`src/xcrc_pkg.sv`:
```
// Package for the XMODEM-CRC receiver: types, codes, reset values and the CRC step.
// No dependencies; the receiver core and the checker import it.
package xcrc_pkg;

    // Frame geometry default
    localparam int unsigned PAYLOAD_BYTES_DEF = 128;

    // Configuration register widths and reset values
    localparam int unsigned CFG_DATA_W  = 16;
    localparam int unsigned CFG_INDEX_W = 2;
    localparam logic [15:0] TIMEOUT_RST = 16'd5000;
    localparam logic [15:0] POLL_RST    = 16'd3000;
    localparam logic [7:0]  RETRY_RST   = 8'd10;

    // Configuration register indexes
    localparam logic [CFG_INDEX_W-1:0] CFG_PACKET_TIMEOUT = 2'd0;
    localparam logic [CFG_INDEX_W-1:0] CFG_POLL_INTERVAL  = 2'd1;
    localparam logic [CFG_INDEX_W-1:0] CFG_RETRY_LIMIT    = 2'd2;

    // Command codes
    localparam logic [1:0] CMD_START = 2'd0;
    localparam logic [1:0] CMD_BYTE  = 2'd1;
    localparam logic [1:0] CMD_TICK  = 2'd2;

    // Line characters
    localparam logic [7:0] CH_SOH  = 8'h01;
    localparam logic [7:0] CH_EOT  = 8'h04;
    localparam logic [7:0] CH_ACK  = 8'h06;
    localparam logic [7:0] CH_NAK  = 8'h15;
    localparam logic [7:0] CH_CAN  = 8'h18;
    localparam logic [7:0] CH_POLL = 8'h43;

    localparam logic [15:0] CRC_POLY = 16'h1021;

    typedef enum logic [2:0] {
        PH_IDLE = 3'd0,
        PH_POLL = 3'd1,
        PH_WAIT = 3'd2,
        PH_RECV = 3'd3,
        PH_DONE = 3'd4,
        PH_ERR  = 3'd5
    } t_phase;

    typedef enum logic [2:0] {
        ST_NONE     = 3'd0,
        ST_CANCEL   = 3'd1,
        ST_TIMEOUT  = 3'd2,
        ST_SEQ      = 3'd3,
        ST_CRC      = 3'd4,
        ST_COMPLETE = 3'd5
    } t_status;

    // Events decoded from one accepted transaction
    typedef struct packed {
        logic start;
        logic poll;
        logic poll_expire;
        logic wait_timeout;
        logic open;
        logic cancel;
        logic eot;
        logic frame_end;
        logic good;
    } t_evt;

    // CRC-16/XMODEM, one byte, MSB first
    function automatic logic [15:0] crc_feed(input logic [15:0] crc, input logic [7:0] b);
        logic [15:0] c;
        c = crc ^ {b, 8'h00};
        for (int k = 0; k < 8; k++) begin
            if (c[15]) begin
                c = {c[14:0], 1'b0} ^ CRC_POLY;
            end else begin
                c = {c[14:0], 1'b0};
            end
        end
        return c;
    endfunction

endpackage

```
`src/xcrc_if.sv`:
```
// Handshake channels of the XMODEM-CRC receiver: input items and result items.
// No dependencies.
interface xcrc_in_if;
    logic       valid;
    logic       ready;
    logic [1:0] cmd;
    logic [7:0] rx_byte;

    modport source (output valid, cmd, rx_byte, input ready);
    modport sink (input valid, cmd, rx_byte, output ready);
endinterface

interface xcrc_out_if;
    logic        valid;
    logic        ready;
    logic        send_valid;
    logic [7:0]  send_byte;
    logic        data_valid;
    logic [7:0]  data_byte;
    logic [6:0]  data_index;
    logic        packet_done;
    logic        packet_good;
    logic [7:0]  packet_number;
    logic [2:0]  status;
    logic [2:0]  phase;
    logic [15:0] accepted_count;

    modport source (output valid, send_valid, send_byte, data_valid, data_byte, data_index,
                    packet_done, packet_good, packet_number, status, phase,
                    accepted_count, input ready);
    modport sink (input valid, send_valid, send_byte, data_valid, data_byte, data_index,
                  packet_done, packet_good, packet_number, status, phase,
                  accepted_count, output ready);
endinterface

```
`src/xmodem_crc_packet_receiver_core.sv`:
```
// An accepted input transaction's result is registered and shows on o_out in the cycle after it is accepted.
// Throughput: one transaction per cycle unless o_out stalls; the whole per-item step (state decode, CRC byte
// update, verdict compares) sits between the input handshake and the result register.
// i_in.ready is high whenever the result register is empty or being taken this cycle.
// Reset (i_rst_n low, synchronous): phase idle, counters zero, expected sequence one,
// configuration back to 5000 / 3000 / 10 ticks and polls, result register empty.
module xmodem_crc_packet_receiver_core #(
    parameter int unsigned PAYLOAD_BYTES = xcrc_pkg::PAYLOAD_BYTES_DEF
) (
    input  logic                               i_clk,
    input  logic                               i_rst_n,
    input  logic                               i_cfg_we,
    input  logic [xcrc_pkg::CFG_INDEX_W-1:0]   i_cfg_index,
    input  logic [xcrc_pkg::CFG_DATA_W-1:0]    i_cfg_data,
    xcrc_in_if.sink                            i_in,
    xcrc_out_if.source                         o_out
);
    import xcrc_pkg::*;

    // Frame byte position: SOH is 0, sequence 1, complement 2, payload from 3,
    // CRC high at PAYLOAD_BYTES+3, CRC low at PAYLOAD_BYTES+4.
    localparam int unsigned POS_W = $clog2(PAYLOAD_BYTES + 5);
    localparam logic [POS_W-1:0] POS_SEQ     = POS_W'(1);
    localparam logic [POS_W-1:0] POS_COMP    = POS_W'(2);
    localparam logic [POS_W-1:0] POS_DATA    = POS_W'(3);
    localparam logic [POS_W-1:0] POS_CRC_HI  = POS_W'(PAYLOAD_BYTES + 3);
    localparam logic [POS_W-1:0] POS_LAST    = POS_W'(PAYLOAD_BYTES + 4);

    // Configuration
    logic [15:0] r_timeout;
    logic [15:0] r_poll_interval;
    logic [7:0]  r_retry_limit;

    // Transfer state
    t_phase          r_phase, n_phase;
    logic [POS_W-1:0] r_pos, n_pos;
    logic [7:0]      r_exp_seq, n_exp_seq;
    logic [7:0]      r_seq, n_seq;
    logic [7:0]      r_comp, n_comp;
    logic [15:0]     r_crc, n_crc;
    logic [7:0]      r_crc_hi, n_crc_hi;
    logic [15:0]     r_elapsed, n_elapsed;
    logic [7:0]      r_retries, n_retries;
    logic [15:0]     r_frames, n_frames;

    // Result register
    logic        r_ovalid;
    logic        r_send_valid, n_send_valid;
    logic [7:0]  r_send_byte, n_send_byte;
    logic        r_data_valid, n_data_valid;
    logic [7:0]  r_data_byte, n_data_byte;
    logic [6:0]  r_data_index, n_data_index;
    logic        r_done, n_done;
    logic        r_good, n_good;
    logic [7:0]  r_pkt_num, n_pkt_num;
    t_status     r_status, n_status;

    logic        accept;
    logic        is_byte;
    logic        is_tick;
    logic        in_frame;
    logic        payload;
    logic        seq_bad;
    logic        crc_bad;
    logic [15:0] tick_sat;
    logic [7:0]  retries_inc;
    logic [POS_W-1:0] pos_off;
    t_evt        evt;

    assign i_in.ready = !r_ovalid || o_out.ready;
    assign accept     = i_in.valid && i_in.ready;

    // Event decode: everything below hangs off these flags
    always_comb begin
        tick_sat    = (r_elapsed == 16'hFFFF) ? r_elapsed : r_elapsed + 16'd1;
        is_byte     = accept && (i_in.cmd == CMD_BYTE);
        is_tick     = accept && (i_in.cmd == CMD_TICK);
        evt.start   = accept && (i_in.cmd == CMD_START);
        // start clears the retry count before its own poll counts
        retries_inc = evt.start ? 8'd1 :
                      ((r_retries == 8'hFF) ? r_retries : r_retries + 8'd1);
        evt.poll    = evt.start ||
                      (is_tick && (r_phase == PH_POLL) && (tick_sat >= r_poll_interval));
        evt.poll_expire  = evt.poll && (retries_inc >= r_retry_limit);
        evt.wait_timeout = is_tick && ((r_phase == PH_WAIT) || (r_phase == PH_RECV)) &&
                           (tick_sat >= r_timeout);
        evt.open    = is_byte && ((r_phase == PH_POLL) || (r_phase == PH_WAIT)) &&
                      (i_in.rx_byte == CH_SOH);
        evt.cancel  = is_byte && ((r_phase == PH_POLL) || (r_phase == PH_WAIT)) &&
                      (i_in.rx_byte == CH_CAN);
        evt.eot     = is_byte && (r_phase == PH_WAIT) && (i_in.rx_byte == CH_EOT);
        in_frame    = is_byte && (r_phase == PH_RECV);
        payload     = in_frame && (r_pos >= POS_DATA) && (r_pos < POS_CRC_HI);
        evt.frame_end = in_frame && (r_pos == POS_LAST);
        seq_bad     = ((r_seq ^ r_comp) != 8'hFF) || (r_seq != r_exp_seq);
        crc_bad     = {r_crc_hi, i_in.rx_byte} != r_crc;
        evt.good    = evt.frame_end && !seq_bad && !crc_bad;
    end

    // Next phase
    always_comb begin
        n_phase = r_phase;
        if (evt.start) begin
            n_phase = evt.poll_expire ? PH_ERR : PH_POLL;
        end else if (evt.poll_expire || evt.wait_timeout || evt.cancel) begin
            n_phase = PH_ERR;
        end else if (evt.open) begin
            n_phase = PH_RECV;
        end else if (evt.eot) begin
            n_phase = PH_DONE;
        end else if (evt.frame_end) begin
            n_phase = PH_WAIT;
        end
    end

    // Datapath and result fields
    always_comb begin
        n_pos     = r_pos;
        n_exp_seq = r_exp_seq;
        n_seq     = r_seq;
        n_comp    = r_comp;
        n_crc     = r_crc;
        n_crc_hi  = r_crc_hi;
        n_elapsed = r_elapsed;
        n_retries = r_retries;
        n_frames  = r_frames;
        pos_off   = r_pos - POS_DATA;

        if (evt.start) begin
            n_pos     = '0;
            n_exp_seq = 8'd1;
            n_seq     = '0;
            n_comp    = '0;
            n_crc     = '0;
            n_crc_hi  = '0;
            n_frames  = '0;
        end

        // tick counting while polling, waiting or receiving
        if (is_tick && ((r_phase == PH_POLL) || (r_phase == PH_WAIT) ||
                        (r_phase == PH_RECV))) begin
            n_elapsed = tick_sat;
        end
        if (evt.poll) begin
            n_elapsed = '0;
            n_retries = retries_inc;
        end

        if (evt.open) begin
            n_pos     = POS_SEQ;
            n_crc     = '0;
            n_elapsed = '0;
        end

        if (in_frame) begin
            n_pos = r_pos + POS_W'(1);
            if (r_pos == POS_SEQ) begin
                n_seq = i_in.rx_byte;
            end
            if (r_pos == POS_COMP) begin
                n_comp = i_in.rx_byte;
            end
            if (payload) begin
                n_crc = crc_feed(r_crc, i_in.rx_byte);
            end
            if (r_pos == POS_CRC_HI) begin
                n_crc_hi = i_in.rx_byte;
            end
        end

        if (evt.frame_end) begin
            n_pos     = '0;
            n_elapsed = '0;
        end
        if (evt.good) begin
            n_exp_seq = r_exp_seq + 8'd1;
            n_frames  = r_frames + 16'd1;
        end

        // result fields
        n_send_valid = evt.poll || evt.eot || evt.frame_end;
        if (evt.poll) begin
            n_send_byte = CH_POLL;
        end else if (evt.eot || evt.good) begin
            n_send_byte = CH_ACK;
        end else if (evt.frame_end) begin
            n_send_byte = CH_NAK;
        end else begin
            n_send_byte = '0;
        end
        n_data_valid = payload;
        n_data_byte  = payload ? i_in.rx_byte : '0;
        n_data_index = payload ? pos_off[6:0] : '0;
        n_done       = evt.frame_end;
        n_good       = evt.good;
        n_pkt_num    = evt.frame_end ? r_seq : '0;

        if (evt.poll_expire || evt.wait_timeout) begin
            n_status = ST_TIMEOUT;
        end else if (evt.cancel) begin
            n_status = ST_CANCEL;
        end else if (evt.frame_end && seq_bad) begin
            n_status = ST_SEQ;
        end else if (evt.frame_end && crc_bad) begin
            n_status = ST_CRC;
        end else if (evt.eot) begin
            n_status = ST_COMPLETE;
        end else begin
            n_status = ST_NONE;
        end
    end

    // Configuration writes; an index past the list is dropped
    always_ff @(posedge i_clk) begin
        if (!i_rst_n) begin
            r_timeout       <= TIMEOUT_RST;
            r_poll_interval <= POLL_RST;
            r_retry_limit   <= RETRY_RST;
        end else if (i_cfg_we) begin
            unique case (i_cfg_index)
                CFG_PACKET_TIMEOUT: r_timeout       <= i_cfg_data;
                CFG_POLL_INTERVAL:  r_poll_interval <= i_cfg_data;
                CFG_RETRY_LIMIT:    r_retry_limit   <= i_cfg_data[7:0];
                default: begin
                end
            endcase
        end
    end

    // Transfer state: advance only on an accepted transaction
    always_ff @(posedge i_clk) begin
        if (!i_rst_n) begin
            r_phase   <= PH_IDLE;
            r_pos     <= '0;
            r_exp_seq <= 8'd1;
            r_seq     <= '0;
            r_comp    <= '0;
            r_crc     <= '0;
            r_crc_hi  <= '0;
            r_elapsed <= '0;
            r_retries <= '0;
            r_frames  <= '0;
        end else if (accept) begin
            r_phase   <= n_phase;
            r_pos     <= n_pos;
            r_exp_seq <= n_exp_seq;
            r_seq     <= n_seq;
            r_comp    <= n_comp;
            r_crc     <= n_crc;
            r_crc_hi  <= n_crc_hi;
            r_elapsed <= n_elapsed;
            r_retries <= n_retries;
            r_frames  <= n_frames;
        end
    end

    // Result register: load on accept, hold while stalled, drop once taken
    always_ff @(posedge i_clk) begin
        if (!i_rst_n) begin
            r_ovalid <= 1'b0;
        end else if (accept) begin
            r_ovalid <= 1'b1;
        end else if (o_out.ready) begin
            r_ovalid <= 1'b0;
        end
    end

    always_ff @(posedge i_clk) begin
        if (accept) begin
            r_send_valid <= n_send_valid;
            r_send_byte  <= n_send_byte;
            r_data_valid <= n_data_valid;
            r_data_byte  <= n_data_byte;
            r_data_index <= n_data_index;
            r_done       <= n_done;
            r_good       <= n_good;
            r_pkt_num    <= n_pkt_num;
            r_status     <= n_status;
        end
    end

    // Phase and count track the state registers, which only move on accept
    assign o_out.valid          = r_ovalid;
    assign o_out.send_valid     = r_send_valid;
    assign o_out.send_byte      = r_send_byte;
    assign o_out.data_valid     = r_data_valid;
    assign o_out.data_byte      = r_data_byte;
    assign o_out.data_index     = r_data_index;
    assign o_out.packet_done    = r_done;
    assign o_out.packet_good    = r_good;
    assign o_out.packet_number  = r_pkt_num;
    assign o_out.status         = r_status;
    assign o_out.phase          = r_phase;
    assign o_out.accepted_count = r_frames;

endmodule

```
`src/flat_wrapper.sv`:
```
// flat-port wrapper written by rule: the top's interface ports become plain ports
module xmodem_crc_packet_receiver_core_flat import xcrc_pkg::*;
#(
    parameter int unsigned PAYLOAD_BYTES = xcrc_pkg::PAYLOAD_BYTES_DEF
)
  (i_clk, i_rst_n, i_cfg_we, i_cfg_index, i_cfg_data, i_in_valid, i_in_cmd, i_in_rx_byte, i_in_ready, o_out_valid, o_out_send_valid, o_out_send_byte, o_out_data_valid, o_out_data_byte, o_out_data_index, o_out_packet_done, o_out_packet_good, o_out_packet_number, o_out_status, o_out_phase, o_out_accepted_count, o_out_ready);
  xcrc_in_if i_in_i ();
  xcrc_out_if o_out_i ();
  input  logic i_clk;
  input  logic i_rst_n;
  input  logic i_cfg_we;
  input  logic [xcrc_pkg::CFG_INDEX_W-1:0] i_cfg_index;
  input  logic [xcrc_pkg::CFG_DATA_W-1:0] i_cfg_data;
  input wire logic [$bits(i_in_i.valid)-1:0] i_in_valid;
  input wire logic [$bits(i_in_i.cmd)-1:0] i_in_cmd;
  input wire logic [$bits(i_in_i.rx_byte)-1:0] i_in_rx_byte;
  output wire logic [$bits(i_in_i.ready)-1:0] i_in_ready;
  output wire logic [$bits(o_out_i.valid)-1:0] o_out_valid;
  output wire logic [$bits(o_out_i.send_valid)-1:0] o_out_send_valid;
  output wire logic [$bits(o_out_i.send_byte)-1:0] o_out_send_byte;
  output wire logic [$bits(o_out_i.data_valid)-1:0] o_out_data_valid;
  output wire logic [$bits(o_out_i.data_byte)-1:0] o_out_data_byte;
  output wire logic [$bits(o_out_i.data_index)-1:0] o_out_data_index;
  output wire logic [$bits(o_out_i.packet_done)-1:0] o_out_packet_done;
  output wire logic [$bits(o_out_i.packet_good)-1:0] o_out_packet_good;
  output wire logic [$bits(o_out_i.packet_number)-1:0] o_out_packet_number;
  output wire logic [$bits(o_out_i.status)-1:0] o_out_status;
  output wire logic [$bits(o_out_i.phase)-1:0] o_out_phase;
  output wire logic [$bits(o_out_i.accepted_count)-1:0] o_out_accepted_count;
  input wire logic [$bits(o_out_i.ready)-1:0] o_out_ready;
  assign i_in_i.valid = i_in_valid;
  assign i_in_i.cmd = i_in_cmd;
  assign i_in_i.rx_byte = i_in_rx_byte;
  assign i_in_ready = i_in_i.ready;
  assign o_out_valid = o_out_i.valid;
  assign o_out_send_valid = o_out_i.send_valid;
  assign o_out_send_byte = o_out_i.send_byte;
  assign o_out_data_valid = o_out_i.data_valid;
  assign o_out_data_byte = o_out_i.data_byte;
  assign o_out_data_index = o_out_i.data_index;
  assign o_out_packet_done = o_out_i.packet_done;
  assign o_out_packet_good = o_out_i.packet_good;
  assign o_out_packet_number = o_out_i.packet_number;
  assign o_out_status = o_out_i.status;
  assign o_out_phase = o_out_i.phase;
  assign o_out_accepted_count = o_out_i.accepted_count;
  assign o_out_i.ready = o_out_ready;
  xmodem_crc_packet_receiver_core #(.PAYLOAD_BYTES(PAYLOAD_BYTES)) u_core (.i_clk(i_clk), .i_rst_n(i_rst_n), .i_cfg_we(i_cfg_we), .i_cfg_index(i_cfg_index), .i_cfg_data(i_cfg_data), .i_in(i_in_i), .o_out(o_out_i));
endmodule
```
`config.mk`:
```
export PLATFORM = sky130hd
export DESIGN_NAME = xmodem_crc_packet_receiver_core_flat
export DESIGN_NICKNAME = d
export VERILOG_FILES = /design/src/xcrc_pkg.sv /design/src/xcrc_if.sv /design/src/xmodem_crc_packet_receiver_core.sv /design/src/flat_wrapper.sv
export SDC_FILE = /design/constraint.sdc
export NUM_CORES = 1
export LEC_CHECK = 0
export ABC_AREA = 1
export ABC_CLOCK_PERIOD_IN_PS = 3450
export BUFFER_PORTS_ARGS = -buffer_cell sky130_fd_sc_hd__buf_2
export CORE_ASPECT_RATIO = 0.6
export CORE_MARGIN = 2
export CORE_UTILIZATION = 35
export DETAILED_ROUTE_END_ITERATION = 8
export GPL_ROUTABILITY_DRIVEN = 0
export PLACE_DENSITY = 0.61
export SYNTH_ARGS = -nofsm -noshare
export SYNTH_HDL_FRONTEND = slang
export SYNTH_SLANG_ARGS = --single-unit
```
`constraint.sdc`:
```
create_clock -name i_clk -period 3.45 [get_ports i_clk]
set_clock_uncertainty 0.2 [all_clocks]
set_input_delay 0.1725 -clock i_clk [delete_from_list [all_inputs] [get_ports i_clk]]
set_output_delay 0.1725 -clock i_clk [all_outputs]
set_load 0.01 [all_outputs]
```
# Word-level counts from Yosys, hierarchy flattened
# Cells that the tools add are included.
[totals]
wordCells = 183
memories = 0
romBits = 0
output_inout_bits = 59
latchBits = 0
regBits = 178
ramBits = 0
inputBits = 33
[op_classes]
bitwise_logic = 10
div_mod_pow = 0
add_sub_neg = 6
magnitude_cmp = 5
multipliers = 0
muxes = 64
eq_ne = 19
reduce_logical = 54
shift = 0
[op_table]
columns = ["op", "n"]
rows = [
  ["$mux 16", 25],
  ["$mux 8", 17],
  ["$mux 13", 8],
  ["$add 16x1->16 const B", 2],
  ["$ge 16x16->1", 2],
  ["$add 8x1->8 const B", 3],
  ["$eq 8x8->1 const B", 3],
  ["$mux 3", 8],
  ["$not 3->3", 8],
  ["$logic_and 1x1->1", 23],
  ["$eq 16x16->1 const B", 1],
  ["$eq 8x1->1 const B", 2],
  ["$ne 16x16->1", 1],
  ["$reduce_and 2->1", 8],
  ["$xor 16x16->16", 1],
  ["$logic_or 1x1->1", 11],
  ["$eq 8x2->1 const B", 1],
  ["$eq 8x3->1 const B", 1],
  ["$eq 8x5->1 const B", 1],
  ["$ge 8x2->1 const B", 1],
  ["$ge 8x8->1", 1],
  ["$lt 8x8->1 const B", 1],
  ["$ne 8x8->1", 1],
  ["$ne 8x8->1 const B", 1],
  ["17 further kinds", 27],
]

# Longest topological paths before layout
# Gate-level depths: netlist (run 1).
[depth]
depth_word = 37
mapped_depth = 25
ltp_nobuf = 25

# Least setup slack after synthesis (run 1)
# No wires, ideal clock.
[synth_timing]
path_type = "flip-flop to flip-flop"
start = "register u_core.r_elapsed[0]"
end = "register u_core.r_send_valid (netlist: u_core.o_out.send_valid) (data pin)"
stages_incl_launch_ff = 20
setup_slack_ns = 0.307
t_required_ns = 2.978
arrival_time_ns = 2.672
cell_sequence = "dfxtp_1 ha_1 nand2_1 inv_1 nand3_1 nor3_1 nand4_1 nand2_1 xnor2_1 ha_1 nand2_1 o21bai_1 a21oi_1 nor2_1 nand2_1 nand2_1 nand2_1 inv_1 buf_6 nand3_1"
[synth_lines]
columns = ["element", "line_no", "rtl"]
rows = [
  ["from (decl)", "xmodem_crc_packet_receiver_core.sv:42", "logic [15:0] r_elapsed, n_elapsed;"],
  ["from (signal assigned)", "xmodem_crc_packet_receiver_core.sv:251", "r_elapsed <= n_elapsed;"],
  ["to (signal assigned)", "xmodem_crc_packet_receiver_core.sv:270", "r_send_valid <= n_send_valid;"],
  ["to (decl)", "xmodem_crc_packet_receiver_core.sv:48", "logic r_send_valid, n_send_valid;"],
]

==> flow_summary.yaml, run 1 <==
min_path:
  holdPathStages: 3
  hold_path.class: "in -> reg"
die:
  core-area_sq_mm: 0.02648
  io_pins: 92
  die_w_um: 215.9
  rows: 46
  start_util: 0.3562
  dieArea_sq_mm: 0.02832
  die_h_um: 131.1
place:
  dpl.cell_count: 1672
  numPortBuffers: 88
  dp_hpwl_um: 19380
setup_path:
  crit_fanout: 3
  cp_data_required_time_ps: 3560
  crit_end: "u_core.o_out.phase[0]"
  endpoint_kind: "flip-flop"
  reg2reg_depth: 21
  r2r-start: "u_core.r_elapsed[0]"
  path_delay_family: "simple AND/OR/NAND/NOR gates"
  rrSetupSlack_ps: 30
  slowest_stage: "dfxtp_2"
  crit_path_start: "u_core.r_elapsed[0]"
  max_stage_delay_ps: 370
  crit_path_cell_trace: "buf_6 -> nand3_4 -> nor2_4 -> nand2_2 -> nor3_2 -> nand2_1 -> o21ai_1 -> nand3b_1 -> ha_4 -> nand4_1 -> nor3_2 -> nand2_1 -> nand2_2 -> nand2_2 -> nand2_4 -> nand2_4 -> buf_6 -> nand4_1 -> nor2_1 -> nor2_1 -> nor2_1"
  worst_setup_path_start_kind: "flip-flop"
  critPathKind: "reg -> reg"
  worst-path-buf-inv: 2
  r2r_end: "u_core.o_out.phase[0]"
  cp_num_cells: 21
  critical_path_arrival_ps: 3530
sta:
  finalCritPeriodShare: 0.9902
  final_max_slew_viol_count: 0
  fin_crit_ps: 3416
  hold_viol: 0
  tightestPinTransition_ps: 1169
  timing.fmax_mhz: 292.7
  setup_viol: 0
  hold-worst-slack_ps: 42.01
  rsz0062_at_grt: "yes"
  timing.slew.headroom: 0.2182
power_and_ir_drop:
  peakVddDrop_v: 0.0003089
  p_leak_nw: 4.992
  power_density_mw_per_mm2: 406.7
clock_tree:
  cts_tree: "yes"
  clk_path_buf_depth: 2
  cts_root_buffer: "clkbuf_16"
  cts.sinks: 175
  clock_latency_ps: 460
  cts-buffers-inserted: 17
  htreeDepth: 4
  cts.clk_slew.worst_paths_ps: 70
global_route:
  grt_usage: 0.1865
  grt_max_degree: 69
  grt_overflow: 0
  antenna_found_initial: 0
  first_global_vias: 7842
  grt_pass1_wl_um: 41930
route:
  vias_per_cell: 4.990
  wirelength_um: 26870
  drt_iter0_markers: 680
  vias: 8693
  wl_per_cell_um: 15.42
  drc: 0
  drtAntennaViolNets: 0
  drtPass1Iterations: 5
synth:
  synthArstFlopShare: 0
  yosys_register_bits: 175
  netlist_instances: 1230
  avgSynthCellArea_sq_um: 7.667
  syn_area_sq_mm: 0.009430
  synth_area_leaders: "dfxtp_1 (30%), edfxtp_1 (11%), nand2_1 (9.1%)"
  yosysWarnings: 0
  synth_top_area_share: 0.2972
  synth_top_area_cell: "dfxtp_1"
  seq_area_frac_synth: 0.4087
  synth-edff-count: 35
  ys_types: 49
  synth-main-ff-cell: "dfxtp_1"
final_layout:
  regArea_sq_mm: 0.003861
  multi_input_area_sq_mm: 0.004992
  stdcell_count: 1742
  diodes: 0
  nets: 1450
  drive_above_1_share: 0.1657
  syn2layout_area_growth_pct: 22.66
  fill_cells: 2690
flow_run:
  cap_violations: 0
run_status:
  status: "finished, final reports clean"
## synth_stat cells, drive strengths merged (3+ instances only)
library cell,instances
ha,48
a22oi,8
xor2,40
a31oi,3
nor2,112
dfxtp,140
o21ai,68
o211ai,22
buf,18
edfxtp,35
clkbuf,24
nand3,73
a21oi,130
inv,150
nand3b,3
a211oi,6
xnor2,32
nand2,235
or2,8
nor3,30
nand4,23
nor4,9
## through the flow
stage	TNS [ps]	utilization	setup slack [ps]	cell area, sq um	power, W
floorplan	0	-	306.8	9438	0.002527
global placement	0	0.3923	20.20	10390	0.002694
detailed placement	-289.5	0.3923	-69.35	10390	0.002703
CTS	0	0.4256	48.22	11270	0.004709
global route	-1140	0.4369	-139.2	11570	0.004894
finish	0	0.4369	33.85	11570	0.004705
## logic make-up (layout without fill, tap and decap cells)
family          Yosys count  count (layout)  synth area share
flops                   175             175            0.4087
buf+inv                 193             342           0.08266
other cells               1               3         0.0003977
simple gates            499             500            0.2371
xor+xnor                 72              72           0.06687
fa+ha+maj                48              48           0.06369
compound gates          242             242            0.1406
## registers in the layout, indices dropped and copies added, names as in the netlist, 3 cells and up
signal / flops
u_core.r_exp_seq: 8
u_core.r_retry_limit: 8
u_core.r_elapsed: 16
u_core.o_out.status: 3
u_core.o_out.data_byte: 8
u_core.o_out.send_byte: 5
u_core.r_pos: 8
u_core.r_seq: 8
u_core.r_retries: 8
u_core.o_out.data_index: 7
u_core.r_comp: 8
u_core.o_out.accepted_count: 16
u_core.o_out.packet_number: 8
u_core.o_out.phase: 3
u_core.r_poll_interval: 16
u_core.r_crc_hi: 8
u_core.r_crc: 16
u_core.r_timeout: 16
## worst min-delay path: stages
cell    delay, ps
buf_2         180
inv_1         130
nor2_1        110
## placed cells by master, fill, tap and decap left out, drive strengths merged, types with 3 or more instances in the layout
cell and instances:
nor4 9, a22oi 8, nand4 23, nand2 236, nor2 112, nand3b 3, a21oi 130, o211ai 22
a211oi 6, a31oi 3, o21ai 68, ha 48, xor2 40, conb 3, clkinv 6, or2 8
nor3 30, edfxtp 35, buf 129, nand3 73, inv 157, dfxtp 140, dlygate4sd3 28, clkbuf 20
xnor2 32
## per-layer routing
| metal | wire length, um | part of all wire | global-route usage |
|---|---|---|---|
| met1 | 13920 | 0.52 | 0.2848 |
| met2 | 10580 | 0.39 | 0.2444 |
| met3 | 1841 | 0.069 | 0.05231 |
| met4 | 529 | 0.020 | 0.06507 |
| met5 | 0 | 0 | 0 |
## timing repair
item                       4_1_cts  5_1_grt
pin swaps                        1       21
setup endpoints to repair       19       32
buffers inserted                 1        6
gates cloned                     0        3
resized for setup                2       58
hold endpoints to repair        47        0
hold buffers                    28        0
## cell type report
cell class                      count  share of cell area
Tap cell                          360             0.03894
Sequential cell                   175              0.3338
Timing Repair Buffer              158             0.09410
Multi-Input combinational cell    865              0.4316
Timing Repair inverter              1           0.0007572
Clock buffer                       19             0.03743
Inverter                          151             0.05019
Clock inverter                     13             0.01320
## worst min-delay path by stage
stage,slack [ps],startpoint,end
6_report,40,i_in_rx_byte[1],u_core.o_out.data_byte[1]
5_1_grt,60,i_in_rx_byte[1],u_core.o_out.data_byte[1]
4_1_cts,8,i_in_rx_byte[1],u_core.o_out.data_byte[1]
3_5_place_dp,210,i_cfg_data[11],u_core.r_poll_interval[11]
3_3_place_gp,200,i_cfg_data[11],u_core.r_poll_interval[11]
2_1_floorplan,100,i_cfg_data[11],u_core.r_poll_interval[11]
## power breakdown
group	internal [W]	total (W)	switching (W)
clock network	0.00108	0.00198	0.000896
registers	0.00215	0.00219	0.0000394
logic	0.000197	0.000535	0.000338
(Power assumes the default switching activity.)
==> run 2, diff against run 1 <==
- CORE_UTILIZATION: 35 -> 42
- PLACE_DENSITY: 0.61 -> 0.69
==> flow_summary.yaml, run 2 (synthesis results as in run 1) <==
route:
  drt_iter0_markers: 823
  wirelength_um: 25340
  drtPass1Iterations: 5
  drtAntennaViolNets: 0
  wl_per_cell_um: 15.35
  vias_per_cell: 5.282
  drc: 0
  vias: 8720
global_route:
  grt_usage: 0.2154
  grt_overflow: 0
  first_global_vias: 7886
  grt_max_degree: 64
  grt_pass1_wl_um: 40470
  antenna_found_initial: 0
final_layout:
  layout_common_cells: "nand2_1 (222), inv_1 (142), dfxtp_1 (135), a21oi_1 (127), nor2_1 (101)"
  regArea_sq_mm: 0.003862
  syn2layout_area_growth_pct: 19.69
  nets: 1433
  design_area_sq_mm: 0.01129
  diodes: 0
  layout_commonest_cell: "nand2_1"
  multi_input_area_sq_mm: 0.004971
  final_util: 0.5126
  drive_above_1_share: 0.1626
  fill_cells: 2068
die:
  rows: 42
  dieArea_sq_mm: 0.02371
  start_util: 0.4283
  io_pins: 92
  core-area_sq_mm: 0.02202
  die_w_um: 197.4
  die_h_um: 120.1
setup_path:
  crit_path_start: "u_core.r_elapsed[0]"
  endpoint_kind: "flip-flop"
  cpMostUsedCell: "nand2_4"
  crit_fanout: 4
  worst-path-buf-inv: 2
  critical_path_arrival_ps: 3500
  worst_setup_path_start_kind: "flip-flop"
  critPathKind: "reg -> reg"
  slowest_stage: "dfxtp_2"
  cp_data_required_time_ps: 3580
  max_stage_delay_ps: 360
  path_delay_family: "simple AND/OR/NAND/NOR gates"
  crit_path_cell_trace: "buf_4 -> nand3_2 -> nor2_4 -> nand2_4 -> nor3_4 -> nand2_2 -> nor3_1 -> nand3b_1 -> ha_4 -> a21oi_1 -> o21ai_0 -> nor2_1 -> nand2_1 -> nand2_2 -> nand2_4 -> nand2_4 -> nand4_1 -> buf_4 -> o21ai_2 -> nor2_1"
  r2r-start: "u_core.r_elapsed[0]"
power_and_ir_drop:
  p_leak_nw: 4.951
  peakVddDrop_v: 0.0003654
  power_density_mw_per_mm2: 414.7
place:
  numPortBuffers: 88
  dp_hpwl_um: 18180
  dp_slack_ps: -46.09
  placed_cell_area_sq_mm: 0.01025
sta:
  worst_slack_ps: 74.99
  tightestPinTransition_ps: 641.3
  final_max_slew_viol_count: 0
  finalCritPeriodShare: 0.9783
  hold_viol: 0
  timing.slew.headroom: 0.5720
  fin_crit_ps: 3375
  setup_viol: 0
  timing.fmax_mhz: 296.3
min_path:
  min-delay-start: "i_in_rx_byte[5]"
  hold_path.class: "in -> reg"
clock_tree:
  cts.clk_slew.worst_paths_ps: 70
  cts.sinks: 175
  clock_latency_ps: 450
  htreeDepth: 4
  clk_path_buf_depth: 2
  cts_tree: "yes"
  cts-buffers-inserted: 17
  cts_root_buffer: "clkbuf_16"
flow_run:
  cap_violations: 0
run_status:
  status: "finished, final reports clean"
run 2: changes by cell type in the layout (fill, tap and decap cells not counted), sizes merged:
cell         before  now
dlygate4sd3      28   20
buf             129  123
clkbuf           20   19
clkinv            6    5
nand2           236  235
run 2: final cells by class:
type                            instances  share of cell area
Clock inverter                         13             0.01308
Inverter                              151             0.05077
Sequential cell                       175              0.3422
Timing Repair Buffer                  143             0.08258
Tap cell                              286             0.03170
Multi-Input combinational cell        864              0.4404
Clock buffer                           19             0.03924
run 2: per-stage QoR:
stage	cells	power (W)	TNS, ps	hold WS, ps
6_report	1651	0.004681	0	28.98
3_5_place_dp	1591	0.002690	-218.7	216.0
3_3_place_gp	1591	0.002681	0	206.2
5_1_grt	1651	0.004853	-426.7	29.23
4_1_cts	1644	0.004679	0	0.6929
2_1_floorplan	1232	0.002527	0	102.9
run 2: power by group:
| group | switching (W) | internal, W |
|---|---|---|
| logic | 0.000321 | 0.000182 |
| clock network | 0.000887 | 0.00110 |
| registers | 0.0000393 | 0.00215 |
run 2: worst reg2reg max path, cell delays in order (launching register included):
cell      delay [ps]
dfxtp_2          360
buf_4            130
nand3_2           90
nor2_4           160
nand2_4           90
nor3_4           260
nand2_2          120
nor3_1           150
nand3b_1         260
ha_4             250
a21oi_1          160
o21ai_0          120
nor2_1           120
nand2_1           90
nand2_2          100
nand2_4           70
nand2_4           80
nand4_1          140
buf_4            180
o21ai_2          100
nor2_1            60
run 2: metal layers:
layer  up-vias  global-route usage  share of wire
li1       4334                   -              -
met1      4080              0.3268           0.50
met2       283              0.3048           0.41
met3        23             0.04694          0.072
met4         0             0.05639          0.013
met5         -                   0              0
run 2: path summary, 6_finish.rpt:
path                               endpoint  slack [ps]  cells past startpoint
hold / removal    u_core.o_out.data_byte[5]          30                      3
setup reg to reg      u_core.o_out.phase[2]          70                     20
setup / recovery      u_core.o_out.phase[2]          70                     20
hold reg to reg     u_core.r_retry_limit[6]         260                      2
run 2: what timing repair did:
item	4_1_cts	5_1_grt
buffers inserted	1	7
endpoints found under the hold margin	60	0
hold buffers	20	0
pin swaps	1	21
resized for setup	0	51
endpoints found under the setup margin	20	33
==> run 3, diff against run 2 <==
==> constraint.sdc (replaced) <==
create_clock -name i_clk -period 3.45 [get_ports i_clk]
set_clock_uncertainty 0.2 [all_clocks]
set_input_delay 0.345 -clock i_clk [delete_from_list [all_inputs] [get_ports i_clk]]
set_output_delay 0.345 -clock i_clk [all_outputs]
set_load 0.01 [all_outputs]
==> flow_summary.yaml, run 3 (synthesis results as in run 1) <==
clock_tree:
  cts-buffers-inserted: 17
  cts_tree: "yes"
  cts_root_buffer: "clkbuf_16"
  htreeDepth: 4
  clock_latency_ps: 440
  cts.clk_slew.worst_paths_ps: 70
  clk_path_buf_depth: 2
  cts.sinks: 175
sta:
  finalCritPeriodShare: 0.9583
  final_max_slew_viol_count: 0
  timing.fmax_mhz: 302.5
  tightestPinTransition_ps: 622.7
  rsz0062_at_grt: "yes"
  timing.slew.headroom: 0.5817
  fin_crit_ps: 3306
  hold_viol: 0
  fin_tns_setup_ps: 0
  setup_viol: 0
global_route:
  antenna_found_initial: 0
  grt_pass1_wl_um: 39620
  first_global_vias: 7638
  grt_overflow: 0
  grt_usage: 0.2107
  grt_max_degree: 64
route:
  vias: 8577
  wirelength_um: 24740
  drc: 0
  vias_per_cell: 5.224
  wl_per_cell_um: 15.06
  drt_iter0_markers: 728
  drtPass1Iterations: 5
  drtAntennaViolNets: 0
final_layout:
  syn2layout_area_growth_pct: 18.40
  layout_commonest_cell: "nand2_1"
  design_area_sq_mm: 0.01117
  final_util: 0.5071
  layout_common_cells: "nand2_1 (223), inv_1 (143), dfxtp_1 (137), a21oi_1 (128), nor2_1 (102)"
  nets: 1425
  drive_above_1_share: 0.1541
  stdcell_count: 1642
  diodes: 0
setup_path:
  slowest_stage: "dfxtp_2"
  endpoint_kind: "flip-flop"
  crit_fanout: 8
  cp_data_required_time_ps: 3610
  max_stage_delay_ps: 360
  path_delay_family: "simple AND/OR/NAND/NOR gates"
  critical_path_arrival_ps: 3470
  worst_setup_path_start_kind: "flip-flop"
  cpMostUsedCell: "nand2_2"
  worst-path-buf-inv: 2
  crit_path_cell_trace: "buf_4 -> nand3_1 -> nor2_2 -> nand2_2 -> nor3_4 -> nand2_2 -> nor3_1 -> nand3b_1 -> ha_4 -> a21oi_1 -> o21ai_0 -> nor2_1 -> nand2_1 -> nand2_2 -> and2_4 -> buf_6 -> o211ai_1 -> a21oi_1"
  critPathKind: "reg -> reg"
  rrSetupSlack_ps: 140
flow_run:
  cap_violations: 0
place:
  dpl.cell_count: 1591
  dp_hpwl_um: 18080
  placed_cell_area_sq_mm: 0.01024
  numPortBuffers: 88
die:
  core-area_sq_mm: 0.02202
  dieArea_sq_mm: 0.02371
  die_w_um: 197.4
  start_util: 0.4283
  rows: 42
  io_pins: 92
  die_h_um: 120.1
power_and_ir_drop:
  swShare: 0.2554
  p_leak_nw: 4.896
  seq_power_share: 0.477
  combinationalPowerShare: 0.107
  peakVddDrop_v: 0.0004019
  clkPwrFrac: 0.416
  power_density_mw_per_mm2: 411.3
  power.internal_w: 0.003419
  p_switching_w: 0.001173
run_status:
  status: "finished, final reports clean"
min_path:
  hold_path.class: "in -> reg"
-- run 3: cell type report --
cell class	instances	area, sq um
Multi-Input combinational cell	865	4949
Sequential cell	175	3857
Inverter	151	580.6
Clock inverter	8	77.57
Fill cell	2090	10850
Timing Repair Buffer	134	844.6
Tap cell	286	357.8
Clock buffer	23	499.2
-- run 3: path summary, 6_finish.rpt --
path / start / end / cells after the start
max: u_core.r_elapsed[0] / u_core.r_elapsed[13] / 18
min: i_cfg_data[10] / u_core.r_poll_interval[10] / 3
max reg2reg: u_core.r_elapsed[0] / u_core.r_elapsed[13] / 18
min reg2reg: u_core.r_timeout[14] / u_core.r_timeout[14] / 2
-- run 3: repair_timing --
item | CTS | global route
buffers inserted | 1 | 4
hold buffers | 14 | 0
setup endpoints to repair | 10 | 32
cloned | 0 | 1
endpoints found under the hold margin | 21 | 0
pin swaps | 1 | 10
gates resized for setup | 0 | 43
-- run 3: routing by layer --
layer  global-route usage  vias to the layer above  wire length (um)
met5                    0                        -                 0
li1                     -                     4314                 -
met4              0.04981                        0               312
met3              0.04300                       24              1594
met1               0.3267                     3973             12650
met2               0.2940                      266             10170
-- run 3: through the flow --
stage / power [W] / setup slack [ps] / hold WS [ps]
2_1_floorplan: 0.002527 / 306.8 / 233.1
3_3_place_gp: 0.002680 / 112.8 / 252.7
3_5_place_dp: 0.002688 / -41.65 / 253.8
4_1_cts: 0.004595 / 1.997 / 11.73
5_1_grt: 0.004779 / -48.78 / 50.20
6_report: 0.004592 / 143.7 / 27.72
-- run 3: power by group through the flow --
stage / clock (W) / combinational [W] / sequential (W)
after global placement: 0 / 0.000449 / 0.00223
after floorplan: 0 / 0.000292 / 0.00224
after CTS: 0.00194 / 0.000472 / 0.00219
after global routing: 0.00203 / 0.000552 / 0.00219
final: 0.00191 / 0.000492 / 0.00219
after detailed placement: 0 / 0.000456 / 0.00223
-- run 3: tightest hold or removal path, cell delays in order --
cell and delay (ps):
buf_2 100, o21ai_0 80, a21oi_1 110
